**config.mk**
```make
export PLATFORM = sky130hd
export DESIGN_NAME = cgxy_ram
export DESIGN_NICKNAME = d
export VERILOG_FILES = /design/src/rtl/core/cgxy_ram.sv
export SDC_FILE = /design/constraint.sdc
export NUM_CORES = 2
export LEC_CHECK = 0
export ABC_AREA = 1
export BUFFER_PORTS_ARGS = -buffer_cell sky130_fd_sc_hd__buf_2
export CAP_MARGIN = 20
export CORE_MARGIN = 2
export CORE_UTILIZATION = 48
export DETAILED_ROUTE_END_ITERATION = 10
export SLEW_MARGIN = 20
export SYNTH_ARGS = -nofsm -noshare
export SYNTH_HDL_FRONTEND = slang
export SYNTH_SLANG_ARGS = --single-unit
```
**constraint.sdc**
```tcl
create_clock -name i_clk -period 5.2 [get_ports i_clk]
set_clock_uncertainty 0.15 [all_clocks]
set_input_delay 0.52 -clock i_clk [delete_from_list [all_inputs] [get_ports i_clk]]
set_output_delay 0.52 -clock i_clk [all_outputs]
set_load 0.05 [all_outputs]
```
**src/rtl/core/cgxy_ram.sv**
```systemverilog
module cgxy_ram #(
    parameter int WIDTH = 8,
    parameter int DEPTH = 256
) (
    input  logic                     i_clk,
    input  logic                     i_we,
    input  logic [$clog2(DEPTH)-1:0] i_waddr,
    input  logic [WIDTH-1:0]         i_wdata,
    input  logic                     i_re,
    input  logic [$clog2(DEPTH)-1:0] i_raddr,
    output logic [WIDTH-1:0]         o_rdata
);

    logic [WIDTH-1:0] r_mem [DEPTH];
    logic [WIDTH-1:0] r_q;

    // One write port, one registered read port
    always_ff @(posedge i_clk) begin
        if (i_we) begin
            r_mem[i_waddr] <= i_wdata;
        end
        if (i_re) begin
            r_q <= r_mem[i_raddr];
        end
    end

    assign o_rdata = r_q;

endmodule

```
==> flow_summary.json <==
{
  "drt_first_pass_iters": 7,
  "numCtsBuffers": 206,
  "finalCritPeriodShare": 0.614,
  "synthesis.nets": 7030,
  "grt_pass1_vias": 51214,
  "drc": 0,
  "max_freq_mhz": 313,
  "status": "finished, final reports clean",
  "leakagePower_nw": 31.5,
  "fin_crit_ns": 3.19,
  "postCtsSetupBuffers": 0,
  "clk-insertion-delay-late_ns": 0.86,
  "htree_num_levels": 4,
  "drv_slew": 0,
  "crit_path_max_fanout": 170,
  "grt_pass1_wl_um": 343000,
  "slew_headroom": 0.148,
  "layout_setup_ws_ns": 2.01,
  "boundaryPins": 35,
  "crit_arrival_ns": 3.75,
  "yosysWarnings": 0,
  "antenna_found_initial": 13,
  "cap_violations": 0,
  "cts.path.max_buffers": 3,
  "wire_per_inst_um": 25.0,
  "die_y_um": 421,
  "ys_seq_area_frac": 0.740,
  "crit_chain": "buf_8 > inv_16 > buf_4 > nand2_1 > nand3_1 > nand3_1 > nand3_1 > nand3_1 > nand3_1 > nand3_1 > nand2_1 > nand2_1 > nand2_1",
  "syn_area_per_cell_um2": 11.9,
  "p_total_mw": 34.6,
  "hold_class": "primary input to flop",
  "dieArea_um2": 177000,
  "fin_cells": 9362,
  "cts_resized": 0,
  "setup_violations": 0,
  "fin_tns_setup_ns": 0,
  "synth.top_cell.area_share": 0.740,
  "synthCells": 7003,
  "die-width_um": 421,
  "hpwl_um": 130000,
  "worst_slew_pin_slew_ns": 1.27,
  "synth.area.top_cells": "edfxtp_1, nand3_1, nand2_1",
  "slowest_delay_ns": 0.56,
  "peakVddDrop_uv": 370,
  "grt_setup_unrepaired": "no",
  "dp.cells": 8978,
  "vias_per_cell": 5.80,
  "crit_slowest_cell": "inv_16",
  "synthToLayoutAreaGrowth_pct": 10.1,
  "place_congestion": 0.862,
  "fp-row-count": 153,
  "yosysUniqueCellTypes": 13,
  "start_kind": "primary input",
  "ys_ff_latch": 2056,
  "ant_nets": 0,
  "clock-sinks": 2056,
  "drive_gt1_frac": 0.0598,
  "cts_tree": "done",
  "grt.total_usage": 0.259,
  "cts_hold_buf": 3,
  "fillerInstances": 14587,
  "place_ws_ns": 1.40,
  "final_hold_viol_count": 0,
  "core_um2": 173000,
  "path_common_cell": "nand3_1",
  "grt_remaining_overflow": 0,
  "cts-root-buf": "clkbuf_16",
  "final_nets": 6891,
  "grt_max_degree": 174,
  "worstSetupEndpointType": "flop",
  "netlist_area_um2": 83500,
  "initial_utilization": 0.482,
  "drt-total-wl_um": 234000,
  "worstSetupPathType": "primary input to flop",
  "vias": 54265,
  "drtIter0Drc": 6775,
  "crit_required_ns": 5.76,
  "numPortBuffers": 34,
  "p_per_area_nw_per_um2": 377,
  "yosysTopAreaCell": "edfxtp_1",
  "clk_pin_slew_worst_paths_ns": 0.06
}
[flip-flops by register name, summed over array words and instances (netlist names)]
| name | flops |
|---|---|
| o_rdata | 8 |
| r_mem | 2048 |
[worst max-delay path, delay by kind of cell]
family                 cells  cell delay [ns]
buffers and inverters      3             1.31
and+or+nand+nor           10             1.61
[layout by cell type (no fill, tap or decap), drive strengths merged, types with 3 or more instances in the layout]
master and n:
nor2 283, clkinv 108, nand2 2123, buf 133
inv 42, bufinv 13, nand3 2019, dlygate4sd3 3
edfxtp 2056, clkbuf 254
[metrics by stage]
step	hold slack (ns)	instance area, um^2	utilization
after global routing	0.0255	91900	0.531
after CTS	0.00385	91900	0.531
after global placement	0.823	85500	0.493
after floorplan	0.469	83500	-
after detailed placement	0.825	85500	0.494
final	0.0221	91900	0.531
[power by group]
part | total (mW) | switching [mW] | leakage [nW] | internal [mW]
clock | 14.2 | 6.24 | 3.13 | 7.98
combinational | 2.10 | 1.62 | 9.93 | 0.480
sequential | 18.3 | 0.0235 | 18.5 | 18.3
[cell usage after synthesis]
| library cell | count |
|---|---|
| buf_6 | 16 |
| nand2_1 | 2123 |
| inv_1 | 36 |
| edfxtp_1 | 2056 |
| inv_4 | 1 |
| nor2_1 | 283 |
| buf_4 | 46 |
| nand3_1 | 2019 |
| inv_2 | 2 |
| buf_2 | 268 |
| buf_1 | 40 |
| buf_8 | 1 |
| clkbuf_1 | 112 |
[kinds of logic (layout without fill, tap and decap cells)]
kind of cell / count (synthesis) / count (layout) / share of synthesized area
flops: 2056 / 2056 / 0.740
simple gates: 4425 / 4425 / 0.229
buf+inv: 522 / 554 / 0.0312
other cells: 0 / 2 / 0
[area by class of cell]
type / count / area, um^2 / area share
clock buffers: 254 / 5400 / 0.0587
flip-flops and latches: 2056 / 61700 / 0.672
multi-input cells: 4425 / 19200 / 0.209
diodes: 2 / 5.00 / 0.0000544
clock inverters: 125 / 991 / 0.0108
inverters: 39 / 180 / 0.00196
well taps: 2325 / 2910 / 0.0316
repair buffers: 136 / 1530 / 0.0167
[metal layers]
metal | global-route usage | part of all wire | up-vias
met2 | 0.412 | 0.47 | 2525
met1 | 0.363 | 0.41 | 26722
li1 | - | - | 24609
met4 | 0.0936 | 0.035 | 10
met3 | 0.0429 | 0.084 | 399
met5 | 0 | 0.00029 | -
[final timing paths]
kind | from | endpoint | slack, ns | depth (start not counted)
worst max-delay path | i_raddr[0] | o_rdata[0]$_DFFE_PP_ | 2.01 | 13
worst min-delay path | i_wdata[6] | r_mem[101][6]$_DFFE_PP_ | 0.02 | 1
worst min register to register | r_mem[128][3]$_DFFE_PP_ | o_rdata[3]$_DFFE_PP_ | 0.89 | 10
worst max register to register | r_mem[191][0]$_DFFE_PP_ | o_rdata[0]$_DFFE_PP_ | 2.86 | 10
No activity file was read; power rests on OpenSTA's default activity.
