## config.mk

```make
export PLATFORM = sky130hd
export DESIGN_NAME = cgxy_ctrl
export DESIGN_NICKNAME = d
export VERILOG_FILES = /design/src/rtl/core/cgxy_pkg.sv /design/src/rtl/core/cgxy_ctrl.sv
export SDC_FILE = /design/constraint.sdc
export NUM_CORES = 1
export LEC_CHECK = 0
export BUFFER_PORTS_ARGS = -buffer_cell sky130_fd_sc_hd__buf_2
export CAP_MARGIN = 0
export CORE_ASPECT_RATIO = 0.75
export CORE_MARGIN = 3
export CORE_UTILIZATION = 45
export DETAILED_ROUTE_END_ITERATION = 6
export SLEW_MARGIN = 20
export SYNTH_ARGS = -nofsm -noshare
export SYNTH_HDL_FRONTEND = slang
export SYNTH_SLANG_ARGS = --single-unit
```

## constraint.sdc

```tcl
create_clock -name i_clk -period 5.2 [get_ports i_clk]
set_clock_uncertainty 0.1 [all_clocks]
set_input_delay 1.04 -clock i_clk [delete_from_list [all_inputs] [get_ports i_clk]]
set_output_delay 1.04 -clock i_clk [all_outputs]
set_load 0.01 [all_outputs]
```

## src/rtl/core/cgxy_pkg.sv

```systemverilog
package cgxy_pkg;

    // Line buffer geometry and pixel format
    localparam int MAX_WIDTH  = 2048;
    localparam int PIXEL_BITS = 8;
    localparam int ADDR_W     = $clog2(MAX_WIDTH);
    localparam int LINE_W     = 2 * PIXEL_BITS;
    localparam int GRAD_W     = PIXEL_BITS + 1;

    // Frame size registers
    localparam int MAX_HEIGHT   = 4096;
    localparam int MIN_SIZE     = 3;
    localparam int WIDTH_W      = 12;
    localparam int HEIGHT_W     = 13;
    localparam int ROW_W        = 12;
    localparam int WIDTH_RESET  = 640;
    localparam int HEIGHT_RESET = 480;
    localparam int CMP_W        = ((ADDR_W > WIDTH_W) ? ADDR_W : WIDTH_W) + 1;

    // Configuration port
    localparam int CFG_IDX_W  = 2;
    localparam int CFG_DATA_W = HEIGHT_W;
    localparam logic [CFG_IDX_W-1:0] REG_FRAME_WIDTH  = CFG_IDX_W'(0);
    localparam logic [CFG_IDX_W-1:0] REG_FRAME_HEIGHT = CFG_IDX_W'(1);

    // Request actions
    localparam logic ACT_PIXEL = 1'b0;
    localparam logic ACT_FLUSH = 1'b1;

    // Decoded request handed from the control to the datapath
    typedef struct packed {
        logic              rd;       // request reads the line buffer
        logic              pix;      // pixel request taken into the frame
        logic              first;    // pixel sits in column zero
        logic              seed;     // first flush of the bottom row
        logic              res;      // request yields at least one result
        logic              two;      // request yields a second result
        logic              gx_zero;  // first result has a border column
        logic              gy_zero;  // results have a border row
        logic              done;     // result is the frame's bottom right pixel
        logic [ADDR_W-1:0] addr;     // column written by a pixel request
    } t_step;

endpackage

```

## src/rtl/core/cgxy_ctrl.sv

```systemverilog
module cgxy_ctrl (
    input  logic                            i_clk,
    input  logic                            i_rst_n,
    input  logic                            i_cfg_we,
    input  logic [cgxy_pkg::CFG_IDX_W-1:0]  i_cfg_idx,
    input  logic [cgxy_pkg::CFG_DATA_W-1:0] i_cfg_data,
    input  logic                            i_fire,
    input  logic                            i_action,
    output cgxy_pkg::t_step                 o_step,
    output logic [cgxy_pkg::ADDR_W-1:0]     o_rd_addr
);
    import cgxy_pkg::*;

    logic [WIDTH_W-1:0]  r_width;
    logic [HEIGHT_W-1:0] r_height;
    logic [ADDR_W-1:0]   r_col;
    logic [ROW_W-1:0]    r_row;
    logic                r_flushing;
    logic [ADDR_W-1:0]   r_fcol;

    logic [WIDTH_W-1:0]  cfg_width;
    logic [HEIGHT_W-1:0] cfg_height;
    logic [CMP_W-1:0]    col_next;
    logic [CMP_W-1:0]    fcol_next;
    logic [HEIGHT_W-1:0] row_next;
    logic                row_end;
    logic                frame_end;
    logic                flush_end;
    logic                pix_eff;
    logic                fl_eff;

    // Clamp written frame sizes into range
    always_comb begin
        cfg_width = i_cfg_data[WIDTH_W-1:0];
        if (int'(cfg_width) < MIN_SIZE) begin
            cfg_width = WIDTH_W'(MIN_SIZE);
        end else if (int'(cfg_width) > MAX_WIDTH) begin
            cfg_width = WIDTH_W'(MAX_WIDTH);
        end
        cfg_height = i_cfg_data[HEIGHT_W-1:0];
        if (int'(cfg_height) < MIN_SIZE) begin
            cfg_height = HEIGHT_W'(MIN_SIZE);
        end else if (int'(cfg_height) > MAX_HEIGHT) begin
            cfg_height = HEIGHT_W'(MAX_HEIGHT);
        end
    end

    // Position compares
    assign col_next  = CMP_W'(r_col) + CMP_W'(1);
    assign fcol_next = CMP_W'(r_fcol) + CMP_W'(1);
    assign row_next  = HEIGHT_W'(r_row) + HEIGHT_W'(1);
    assign row_end   = (col_next >= CMP_W'(r_width));
    assign frame_end = (row_next >= r_height);
    assign flush_end = (fcol_next >= CMP_W'(r_width));

    // Drop pixels during flush and flushes outside it
    assign pix_eff = i_fire && (i_action == ACT_PIXEL) && !r_flushing;
    assign fl_eff  = i_fire && (i_action == ACT_FLUSH) && r_flushing;

    // Decode the request for the datapath
    always_comb begin
        o_step.rd      = pix_eff || fl_eff;
        o_step.pix     = pix_eff;
        o_step.first   = pix_eff && (r_col == '0);
        o_step.seed    = fl_eff && (r_fcol == '0);
        o_step.res     = fl_eff || (pix_eff && (r_row != '0) && (r_col != '0));
        o_step.two     = pix_eff && row_end && (r_row != '0);
        o_step.gx_zero = r_flushing ? ((r_fcol == '0) || flush_end)
                                    : (r_col == ADDR_W'(1));
        o_step.gy_zero = r_flushing || (r_row == ROW_W'(1));
        o_step.done    = fl_eff && flush_end;
        o_step.addr    = r_col;
        o_rd_addr      = r_flushing ? (r_fcol + ADDR_W'(1)) : r_col;
    end

    // Advance raster position, flush position and frame size
    always_ff @(posedge i_clk) begin
        if (!i_rst_n) begin
            r_width    <= WIDTH_W'(WIDTH_RESET);
            r_height   <= HEIGHT_W'(HEIGHT_RESET);
            r_col      <= '0;
            r_row      <= '0;
            r_flushing <= 1'b0;
            r_fcol     <= '0;
        end else if (i_cfg_we && (i_cfg_idx == REG_FRAME_WIDTH ||
                                  i_cfg_idx == REG_FRAME_HEIGHT)) begin
            if (i_cfg_idx == REG_FRAME_WIDTH) begin
                r_width <= cfg_width;
            end else begin
                r_height <= cfg_height;
            end
            r_col      <= '0;
            r_row      <= '0;
            r_flushing <= 1'b0;
            r_fcol     <= '0;
        end else if (pix_eff) begin
            if (row_end) begin
                r_col <= '0;
                if (frame_end) begin
                    r_flushing <= 1'b1;
                end else begin
                    r_row <= row_next[ROW_W-1:0];
                end
            end else begin
                r_col <= col_next[ADDR_W-1:0];
            end
        end else if (fl_eff) begin
            if (flush_end) begin
                r_col      <= '0;
                r_row      <= '0;
                r_flushing <= 1'b0;
                r_fcol     <= '0;
            end else begin
                r_fcol <= fcol_next[ADDR_W-1:0];
            end
        end
    end

endmodule

```

==> results.cfg <==
[outcome]
status = completed

[run]
cap_violations = 0

[clocking]
cts-root-buf = clkbuf_16
tritoncts = built
cts_made_buffers = 9
ctsHoldBuffers = 0
clock-sinks = 60
post_cts_buffers = 0
ctsResizeCount = 0
clk_pin_slew_worst_paths_ns = 0.05
insertion_delay_ns = 0.33
clockBufferDepth = 2
h-tree-depth = 3

[worst_hold_path]
hold_end = r_height[3]
worstHoldPathCells = 2
hold_class = flip-flop to flip-flop
min_from = r_height[3]

[timing]
setup-tns-final_ns = 0
hold_violations = 0
rsz0062_at_grt = no
finalMaxSlewViolations = 0
hold_ws_ns = 0.3706
period_minus_slack_ns = 4.558
max_slew_margin = 0.4254
fmax_mhz = 219.4
fin_crit_sh = 0.8766
tightest_slew_ns = 0.8607
setup-violations-final = 0

[cells_and_area]
layout_commonest_cell = dfxtp_1
syn_to_final_growth_pct = 16.56
drive_gt1_frac = 0.1649
antenna_cells = 0
fillers = 840
layout_common_cells = dfxtp_1, nand2_1, buf_2
nets = 619

[die]
num_rows = 29
die_w_um = 116.0
num_io_pins = 51
die_height_um = 88.53
core_um2 = 8636
dieArea_um2 = 10270
initial_core_util = 0.4732

[routing]
drt-pass1-iter-count = 5
postRouteWirelength_um = 10940
drc = 0
drt_iter0_drc = 237
vias_per_cell = 5.587
vias = 3721
post_drt_wl_per_cell_um = 16.42
final_antenna_net_count = 0

[worst_setup_path]
reg2reg_depth = 15
worstPathRequired_ns = 4.06
startpoint_type = flip-flop
r2r_end = r_row[0]
path_max_fanout = 10
cp-startpoint = r_col[0]
rrSetupSlack_ns = 1.25
critPathArrivalTime_ns = 3.42
worstSetupPathType = flip-flop to output port
rr_startpoint = r_col[0]
critPathCaptureType = output port

[logic_synthesis]
synth_area_leaders = dfxtp_1, ha_1, nand2_1
synth_ff_type = dfxtp_1
syn_area_per_cell_um2 = 8.028
synth_nets = 575
syn_inst = 509
ys_types = 47
yosysTopAreaCellShare = 0.2939
syn_area_um2 = 4086
synthMuxAreaShare = 0.03246
synth-simple-area-share = 0.2367
synth-compound-area-share = 0.1779
synth_top_cell_by_area = dfxtp_1
synth_xor_area_frac = 0.06001
synth_fa_ha_area_frac = 0.1408
ys_ff_latch = 60
synth_top_family_by_area = simple AND/OR/NAND/NOR gates
synth-async-reset-ratio = 0
synth-edff-count = 0
ys_seq_area_frac = 0.2939
yosysWarnings = 0

[power]
ir_drop_v = 0.0002087
leakagePower_nw = 2.227
power-per-cell-area_nw_per_um2 = 261.1

[place]
globalplace.congestion = 0.9463
dp_hpwl_um = 8512
io_buffers = 50

[global_route]
antenna_found_initial = 0
grt_max_degree = 31
grtUsageTotal = 0.2259
grt_pass1_wl_um = 17840
grt_pass1_vias = 3355
grt-ovfl-total = 0
## worst max-delay path by stage
stage                     slack, ns    endpoint
after global placement         1.11  o_step[14]
after global routing           0.30  o_step[13]
after CTS                      0.65  o_step[14]
after floorplan                1.28  o_step[14]
after detailed placement       1.01  o_step[14]
final                          0.64  o_step[14]
## per-stage QoR
step	utilization	power, mW	worst slack (ns)	instances	instance area, um^2
6_report	0.5516	1.244	0.6417	666	4763
5_1_grt	0.5516	1.292	0.2967	666	4763
4_1_cts	0.5516	1.257	0.6452	666	4763
3_5_place_dp	0.5112	0.5612	1.010	650	4414
3_3_place_gp	0.5112	0.5592	1.106	650	4414
2_1_floorplan	-	0.5319	1.276	509	4086
## power by group
part | internal, mW | total [mW] | switching (mW) | leakage, nW
combinational | 0.0295 | 0.0805 | 0.0510 | 1.58
clock | 0.471 | 0.692 | 0.221 | 0.166
sequential | 0.466 | 0.471 | 0.00507 | 0.485
total | 0.967 | 1.24 | 0.277 | 2.23
## routing by layer
layer  global-route usage  part of all wire
met5                    0                 0
met4              0.05690             0.011
met3              0.04990             0.045
met2               0.3081              0.41
met1               0.3532              0.54
## flip-flops by register name, summed over array words and instances (netlist names)
signal and flops:
r_col 11, r_fcol 11, r_flushing 1, r_height 13
r_row 12, r_width 12
## final cells by class
| class | count | area [um^2] | share of cell area |
|---|---|---|---|
| Clock buffer | 9 | 225.2 | 0.04728 |
| Clock inverter | 7 | 123.9 | 0.02600 |
| Inverter | 42 | 157.7 | 0.03310 |
| Multi-Input combinational cell | 387 | 2648 | 0.5558 |
| Sequential cell | 60 | 1201 | 0.2522 |
| Tap cell | 108 | 135.1 | 0.02837 |
| Timing Repair Buffer | 53 | 272.8 | 0.05726 |
## logic make-up (layout without fill, tap and decap cells)
logic type                 count (synthesis)  after routing
AOI/OAI and AO/OA                        109            109
and+or+nand+nor                          192            192
buffers and inverters                     62            111
adders and majority gates                 46             46
DFF                                       60             60
xor gates and xnor gates                  28             28
muxes                                     12             12
## synth_stat cells (4+ instances only)
library cell / n
dfxtp_1: 60
nand2_1: 53
ha_1: 46
inv_1: 42
a21oi_1: 39
nor2_1: 39
nand3_1: 27
o21ai_0: 19
clkbuf_1: 18
nor2b_1: 18
xnor2_1: 16
and3_1: 12
xor2_1: 12
mux2_2: 10
a22o_1: 9
nor3_1: 9
a22oi_1: 6
nor4_1: 6
nand3b_1: 5
nand4_1: 5
nor3b_1: 5
a211oi_1: 4
a21o_1: 4
a32o_1: 4
o31ai_1: 4
o41ai_1: 4
## worst max-delay path, stage by stage (launching register included)
cell and delay (ns):
dfxtp_1 0.51, ha_1 0.29, nand3_1 0.16, nor2_1 0.23
and3_1 0.27, nand3_1 0.11, xnor2_1 0.22, ha_1 0.29
a21oi_1 0.15, nand2_1 0.07, a211o_1 0.31, a21oi_2 0.10
buf_4 0.18, nor2b_1 0.06, buf_2 0.13
Note: power is estimated with default switching activity, not from simulation.
