[src/rtl/core/cgxy_pkg.sv]
package cgxy_pkg;

    // Line buffer geometry and pixel format
    localparam int MAX_WIDTH  = 2048;
    localparam int PIXEL_BITS = 8;
    localparam int ADDR_W     = $clog2(MAX_WIDTH);
    localparam int LINE_W     = 2 * PIXEL_BITS;
    localparam int GRAD_W     = PIXEL_BITS + 1;

    // Frame size registers
    localparam int MAX_HEIGHT   = 4096;
    localparam int MIN_SIZE     = 3;
    localparam int WIDTH_W      = 12;
    localparam int HEIGHT_W     = 13;
    localparam int ROW_W        = 12;
    localparam int WIDTH_RESET  = 640;
    localparam int HEIGHT_RESET = 480;
    localparam int CMP_W        = ((ADDR_W > WIDTH_W) ? ADDR_W : WIDTH_W) + 1;

    // Configuration port
    localparam int CFG_IDX_W  = 2;
    localparam int CFG_DATA_W = HEIGHT_W;
    localparam logic [CFG_IDX_W-1:0] REG_FRAME_WIDTH  = CFG_IDX_W'(0);
    localparam logic [CFG_IDX_W-1:0] REG_FRAME_HEIGHT = CFG_IDX_W'(1);

    // Request actions
    localparam logic ACT_PIXEL = 1'b0;
    localparam logic ACT_FLUSH = 1'b1;

    // Decoded request handed from the control to the datapath
    typedef struct packed {
        logic              rd;       // request reads the line buffer
        logic              pix;      // pixel request taken into the frame
        logic              first;    // pixel sits in column zero
        logic              seed;     // first flush of the bottom row
        logic              res;      // request yields at least one result
        logic              two;      // request yields a second result
        logic              gx_zero;  // first result has a border column
        logic              gy_zero;  // results have a border row
        logic              done;     // result is the frame's bottom right pixel
        logic [ADDR_W-1:0] addr;     // column written by a pixel request
    } t_step;

endpackage

[src/rtl/core/cgxy_calc.sv]
module cgxy_calc (
    input  logic                                i_clk,
    input  logic                                i_rst_n,
    input  cgxy_pkg::t_step                     i_step,
    input  logic [cgxy_pkg::PIXEL_BITS-1:0]     i_pixel,
    input  logic [cgxy_pkg::LINE_W-1:0]         i_ram_q,
    input  logic                                i_o_ready,
    output logic                                o_in_ready,
    output logic                                o_wr_en,
    output logic [cgxy_pkg::ADDR_W-1:0]         o_wr_addr,
    output logic [cgxy_pkg::LINE_W-1:0]         o_wr_data,
    output logic                                o_valid,
    output logic signed [cgxy_pkg::GRAD_W-1:0]  o_grad_x,
    output logic signed [cgxy_pkg::GRAD_W-1:0]  o_grad_y,
    output logic                                o_last,
    output logic                                o_done
);
    import cgxy_pkg::*;

    // History of the line buffer reads and of the row
    logic [PIXEL_BITS-1:0] r_h_mid;
    logic [PIXEL_BITS-1:0] r_pix_d;
    logic [PIXEL_BITS-1:0] r_first;

    // Pending line buffer write
    logic                  r_wr_en;
    logic [ADDR_W-1:0]     r_wr_addr;
    logic [PIXEL_BITS-1:0] r_wr_pix;

    // Work stage
    logic                  r_s1_valid;
    logic                  r_s1_phase;
    logic                  r_s1_two;
    logic                  r_s1_gx_zero;
    logic                  r_s1_gy_zero;
    logic                  r_s1_done;
    logic [PIXEL_BITS-1:0] r_s1_left;
    logic [PIXEL_BITS-1:0] r_s1_up;
    logic [PIXEL_BITS-1:0] r_s1_below;
    logic [PIXEL_BITS-1:0] r_s1_pix;

    // Result register
    logic                     r_o_valid;
    logic signed [GRAD_W-1:0] r_o_gx;
    logic signed [GRAD_W-1:0] r_o_gy;
    logic                     r_o_last;
    logic                     r_o_done;

    logic [PIXEL_BITS-1:0]    q_mid;
    logic [PIXEL_BITS-1:0]    q_above;
    logic                     out_free;
    logic                     s1_emit;
    logic                     s1_final;
    logic signed [GRAD_W-1:0] n_gx;
    logic signed [GRAD_W-1:0] n_gy;
    logic                     n_last;
    logic                     n_done;

    assign q_mid   = i_ram_q[PIXEL_BITS-1:0];
    assign q_above = i_ram_q[LINE_W-1:PIXEL_BITS];

    // Stage handshake: take a request whenever the stage empties
    assign out_free   = !r_o_valid || i_o_ready;
    assign s1_emit    = r_s1_valid && out_free;
    assign s1_final   = !(r_s1_two && !r_s1_phase);
    assign o_in_ready = !r_s1_valid || (s1_emit && s1_final);

    // Central differences; right tap and second-result upper tap come from the buffer read
    always_comb begin
        if (!r_s1_phase) begin
            n_gx   = r_s1_gx_zero ? '0
                   : $signed({1'b0, q_mid}) - $signed({1'b0, r_s1_left});
            n_gy   = r_s1_gy_zero ? '0
                   : $signed({1'b0, r_s1_below}) - $signed({1'b0, r_s1_up});
            n_last = !r_s1_two;
            n_done = r_s1_done;
        end else begin
            n_gx   = '0;
            n_gy   = r_s1_gy_zero ? '0
                   : $signed({1'b0, r_s1_pix}) - $signed({1'b0, q_above});
            n_last = 1'b1;
            n_done = 1'b0;
        end
    end

    // Shift the read history and queue the column write
    always_ff @(posedge i_clk) begin
        if (i_step.rd) begin
            r_h_mid <= i_step.seed ? r_first : q_mid;
        end
        if (i_step.pix) begin
            r_pix_d <= i_pixel;
        end
        if (i_step.first) begin
            r_first <= i_pixel;
        end
        r_wr_addr <= i_step.addr;
        r_wr_pix  <= i_pixel;
    end

    always_ff @(posedge i_clk) begin
        if (!i_rst_n) begin
            r_wr_en <= 1'b0;
        end else begin
            r_wr_en <= i_step.pix;
        end
    end

    // Move old middle row up, new pixel into the middle row
    assign o_wr_en   = r_wr_en;
    assign o_wr_addr = r_wr_addr;
    assign o_wr_data = {q_mid, r_wr_pix};

    // Load the work stage
    always_ff @(posedge i_clk) begin
        if (i_step.res) begin
            r_s1_two     <= i_step.two;
            r_s1_gx_zero <= i_step.gx_zero;
            r_s1_gy_zero <= i_step.gy_zero;
            r_s1_done    <= i_step.done;
            r_s1_left    <= r_h_mid;
            r_s1_up      <= q_above;
            r_s1_below   <= r_pix_d;
            r_s1_pix     <= i_pixel;
        end
    end

    always_ff @(posedge i_clk) begin
        if (!i_rst_n) begin
            r_s1_valid <= 1'b0;
            r_s1_phase <= 1'b0;
        end else begin
            if (s1_emit) begin
                if (s1_final) begin
                    r_s1_valid <= 1'b0;
                end else begin
                    r_s1_phase <= 1'b1;
                end
            end
            if (i_step.res) begin
                r_s1_valid <= 1'b1;
                r_s1_phase <= 1'b0;
            end
        end
    end

    // Hold the result until it is taken
    always_ff @(posedge i_clk) begin
        if (s1_emit) begin
            r_o_gx   <= n_gx;
            r_o_gy   <= n_gy;
            r_o_last <= n_last;
            r_o_done <= n_done;
        end
    end

    always_ff @(posedge i_clk) begin
        if (!i_rst_n) begin
            r_o_valid <= 1'b0;
        end else if (s1_emit) begin
            r_o_valid <= 1'b1;
        end else if (i_o_ready) begin
            r_o_valid <= 1'b0;
        end
    end

    assign o_valid  = r_o_valid;
    assign o_grad_x = r_o_gx;
    assign o_grad_y = r_o_gy;
    assign o_last   = r_o_last;
    assign o_done   = r_o_done;

endmodule

[config.mk]
export PLATFORM = sky130hd
export DESIGN_NAME = cgxy_calc
export DESIGN_NICKNAME = d
export VERILOG_FILES = /design/src/rtl/core/cgxy_pkg.sv /design/src/rtl/core/cgxy_calc.sv
export SDC_FILE = /design/constraint.sdc
export NUM_CORES = 1
export LEC_CHECK = 0
export BUFFER_PORTS_ARGS = -buffer_cell sky130_fd_sc_hd__buf_2
export CAP_MARGIN = 10
export CORE_ASPECT_RATIO = 0.6
export CORE_MARGIN = 4
export CORE_UTILIZATION = 54
export DETAILED_ROUTE_END_ITERATION = 12
export PLACE_DENSITY = 0.77
export SLEW_MARGIN = 40
export SYNTH_ARGS = -nofsm -noshare
export SYNTH_HDL_FRONTEND = slang
export SYNTH_SLANG_ARGS = --single-unit
[constraint.sdc]
create_clock -name i_clk -period 2.45 [get_ports i_clk]
set_input_delay 0.49 -clock i_clk [delete_from_list [all_inputs] [get_ports i_clk]]
set_output_delay 0.49 -clock i_clk [all_outputs]
set_load 0.005 [all_outputs]
==> results.sh <==
export IMPL_status="finished clean"
export IMPL_rsz0062_at_grt="no"
export IMPL_die_w_um=123
export IMPL_synth_edf_count=80
export IMPL_final_nets=486
export IMPL_cts_tree="yes"
export IMPL_finalHoldViolCount=0
export IMPL_num_vias=2695
export IMPL_setup_viol=0
export IMPL_worstPathRequired_ns=2.53
export IMPL_ys_ff_latch=103
export IMPL_drive_above_1_share_pct=29.9
export IMPL_clock_root_buffer="clkbuf_16"
export IMPL_route_layer_met1_wl_mm=4.06
export IMPL_holdCritPathClass="input pin to flop"
export IMPL_drtIter0Drc=203
export IMPL_fin_util_pct=68.8
export IMPL_cts_setup_buffers=0
export IMPL_syn_area_mm2=0.00432
export IMPL_insertion_delay_ns=0.34
export IMPL_drt_wl_total_mm=8.37
export IMPL_synth_ff_type="edfxtp_1"
export IMPL_core_mm2=0.00751
export IMPL_htree_levels=3
export IMPL_grt_overflow=0
export IMPL_seq_area_frac_synth_pct=66.3
export IMPL_yosysWarnings=0
export IMPL_io_buffer_count=96
export IMPL_cap_violations=0
export IMPL_critical_path_arrival_ns=2.34
export IMPL_slew_viol_final=0
export IMPL_synthCells=313
export IMPL_rr_worst_depth=9
export IMPL_r2r_slack_ns=0.19
export IMPL_fmax_mhz=443
export IMPL_tns_ns=0
export IMPL_p_per_area_mw_per_mm2=769
export IMPL_start_kind="flop"
export IMPL_antenna_found_initial=0
export IMPL_critPathMaxFanout=3
export IMPL_initial_utilization_pct=57.5
export IMPL_grt_max_degree=39
export IMPL_critPathKind="flop to flop"
export IMPL_rows=24
export IMPL_clockBufferDepth=2
export IMPL_fin_crit_ns=2.26
export IMPL_ant_nets=0
export IMPL_hold_path_end="o_wr_addr[6]"
export IMPL_die_y_um=77.3
export IMPL_skew_ns=0.00661
export IMPL_drt_pass1_iterations=4
export IMPL_rr_endpoint="o_grad_y[6]"
export IMPL_cts_reportedPaths_clkPinSlew_ns=0.07
export IMPL_r2r_start="r_s1_below[0]"
export IMPL_vias_per_cell=5.19
export IMPL_instances_no_fill=519
export IMPL_vdd_drop_max_mv=0.674
export IMPL_avgSynthCellArea_um2=13.8
export IMPL_ioPinCount=97
export IMPL_grt_pass1_wl_mm=13.5
export IMPL_first_global_vias=2688
export IMPL_wl_per_cell_um=16.1
export IMPL_holdBufCountCts=0
export IMPL_layout_commonest_cell="buf_2"
export IMPL_layout_common_cells="buf_2, edfxtp_1, inv_1"
export IMPL_dp_cells=503
export IMPL_drc=0
export IMPL_syn2layout_area_growth_pct=19.6
export IMPL_n_antenna_cell=0
export IMPL_top_layer="met4"
export IMPL_period_share_pct=92.2
export IMPL_synth_top_area_share_pct=55.6
export IMPL_slew_headroom_pct=65.5
export IMPL_gp_congestion=0.808
export IMPL_whs_path_depth=1
export IMPL_dp_hpwl_mm=6.34
export IMPL_hp_start="i_step[6]"
export IMPL_synth_top_cells_by_area="edfxtp_1, dfxtp_1, ha_1, inv_1, mux2_2"
export IMPL_cts_buffers=9
export IMPL_ctsResizeCount=0
export IMPL_nFillCells=534
export IMPL_syn_nets=389
export IMPL_die_area_mm2=0.00954
export IMPL_worstMarginPinSlew_ns=0.517
export IMPL_synth_largest_area_cell="edfxtp_1"
export IMPL_critPathCaptureType="flop"
export IMPL_leakage_nw=2.23
export IMPL_synth_cell_type_count=41
export IMPL_ys_async_sr_fraction_pct=0
export IMPL_track_usage_pct=18.7
export IMPL_clock_sinks=103
export IMPL_wl_met2_mm=3.40
export IMPL_met3WireLength_um=834
## layer usage
| metal | track usage (%) | vias to the layer above |
|---|---|---|
| met2 | 26.1 | 124 |
| met3 | 6.54 | 9 |
| li1 | - | 1317 |
| met1 | 27.5 | 1245 |
| met5 | 0 | - |
| met4 | 5.64 | 0 |
## Yosys cell counts, drive strengths merged (2+ instances only)
| library cell | count |
|---|---|
| a221oi | 3 |
| a211oi | 4 |
| mux2 | 7 |
| nand3 | 3 |
| fa | 3 |
| nor2 | 20 |
| nand2 | 8 |
| xnor2 | 5 |
| dfxtp | 23 |
| edfxtp | 80 |
| ha | 26 |
| mux2i | 3 |
| xor2 | 3 |
| inv | 31 |
| o21ai | 14 |
| nor2b | 8 |
| and2 | 3 |
| a21oi | 10 |
| clkbuf | 2 |
| buf | 11 |
| or3 | 3 |
| nor3 | 8 |
| o21a | 4 |
| and3 | 2 |
| a21o | 7 |
| nor3b | 4 |
| a21boi | 2 |
| nand2b | 6 |
## area by class of cell
type / instances / area, µm² / area share, %
Clock inverter: 7 / 72.6 / 1.40
Tap cell: 104 / 130 / 2.52
Sequential cell: 103 / 2860 / 55.4
Inverter: 31 / 116 / 2.25
Multi-Input combinational cell: 166 / 1260 / 24.3
Timing Repair Buffer: 99 / 503 / 9.73
Clock buffer: 9 / 225 / 4.36
## sequential cells by signal (all words and copies together) (netlist names)
| name | flops |
|---|---|
| r_s1_up | 8 |
| o_wr_addr | 11 |
| o_last | 1 |
| o_done | 1 |
| o_wr_en | 1 |
| o_grad_x | 9 |
| o_grad_y | 9 |
| r_s1_below | 8 |
| r_s1_valid | 1 |
| r_h_mid | 8 |
| r_pix_d | 8 |
| r_s1_phase | 1 |
| r_first | 8 |
| r_wr_pix | 8 |
| r_s1_gx_zero | 1 |
| r_s1_two | 1 |
| r_s1_pix | 8 |
| r_s1_done | 1 |
| o_valid | 1 |
| r_s1_gy_zero | 1 |
| r_s1_left | 8 |
## critical path: stages, from the launching register on
cell	delay, ns
edfxtp_1	0.36
inv_1	0.08
ha_1	0.14
inv_1	0.05
fa_1	0.43
a211oi_1	0.29
o21bai_1	0.12
a211o_1	0.29
a22oi_1	0.16
nor2_1	0.07
## stage by stage
stage	setup slack [ns]	power [mW]	hold slack, ns	instance area (µm²)
CTS	0.229	4.01	0.228	5170
detailed placement	0.0913	2.63	0.405	4870
global placement	0.171	2.61	0.401	4870
global route	0.0565	4.17	0.224	5170
finish	0.192	3.97	0.241	5170
floorplan	0.389	2.42	0.400	4320
## power breakdown
group | internal [mW] | switching, mW | total [mW]
clock network | 0.720 | 0.654 | 1.37
logic | 0.235 | 0.292 | 0.527
registers | 2.03 | 0.0422 | 2.07
total | 2.99 | 0.988 | 3.97
## worst max path at each step
stage                             end           from  slack [ns]
after floorplan           o_grad_y[6]     i_ram_q[8]        0.39
after global placement    o_grad_y[7]    i_ram_q[12]        0.17
after detailed placement  o_grad_y[6]     i_ram_q[8]        0.09
after CTS                 o_grad_y[6]  r_s1_below[0]        0.23
after global routing      o_grad_y[6]  r_s1_below[0]        0.06
final                     o_grad_y[6]  r_s1_below[0]        0.19
## logic make-up (layout without fill, tap and decap cells)
logic type | count (synthesis) | after routing | share of synthesized area (%)
and+or+nand+nor | 67 | 67 | 7.94
muxes | 10 | 10 | 2.52
AOI/OAI and AO/OA | 52 | 52 | 8.11
DFF | 103 | 103 | 66.3
adders and majority gates | 29 | 29 | 8.92
buffers and inverters | 44 | 146 | 4.61
xor gates and xnor gates | 8 | 8 | 1.62
Power figures use the tool's default switching activity.
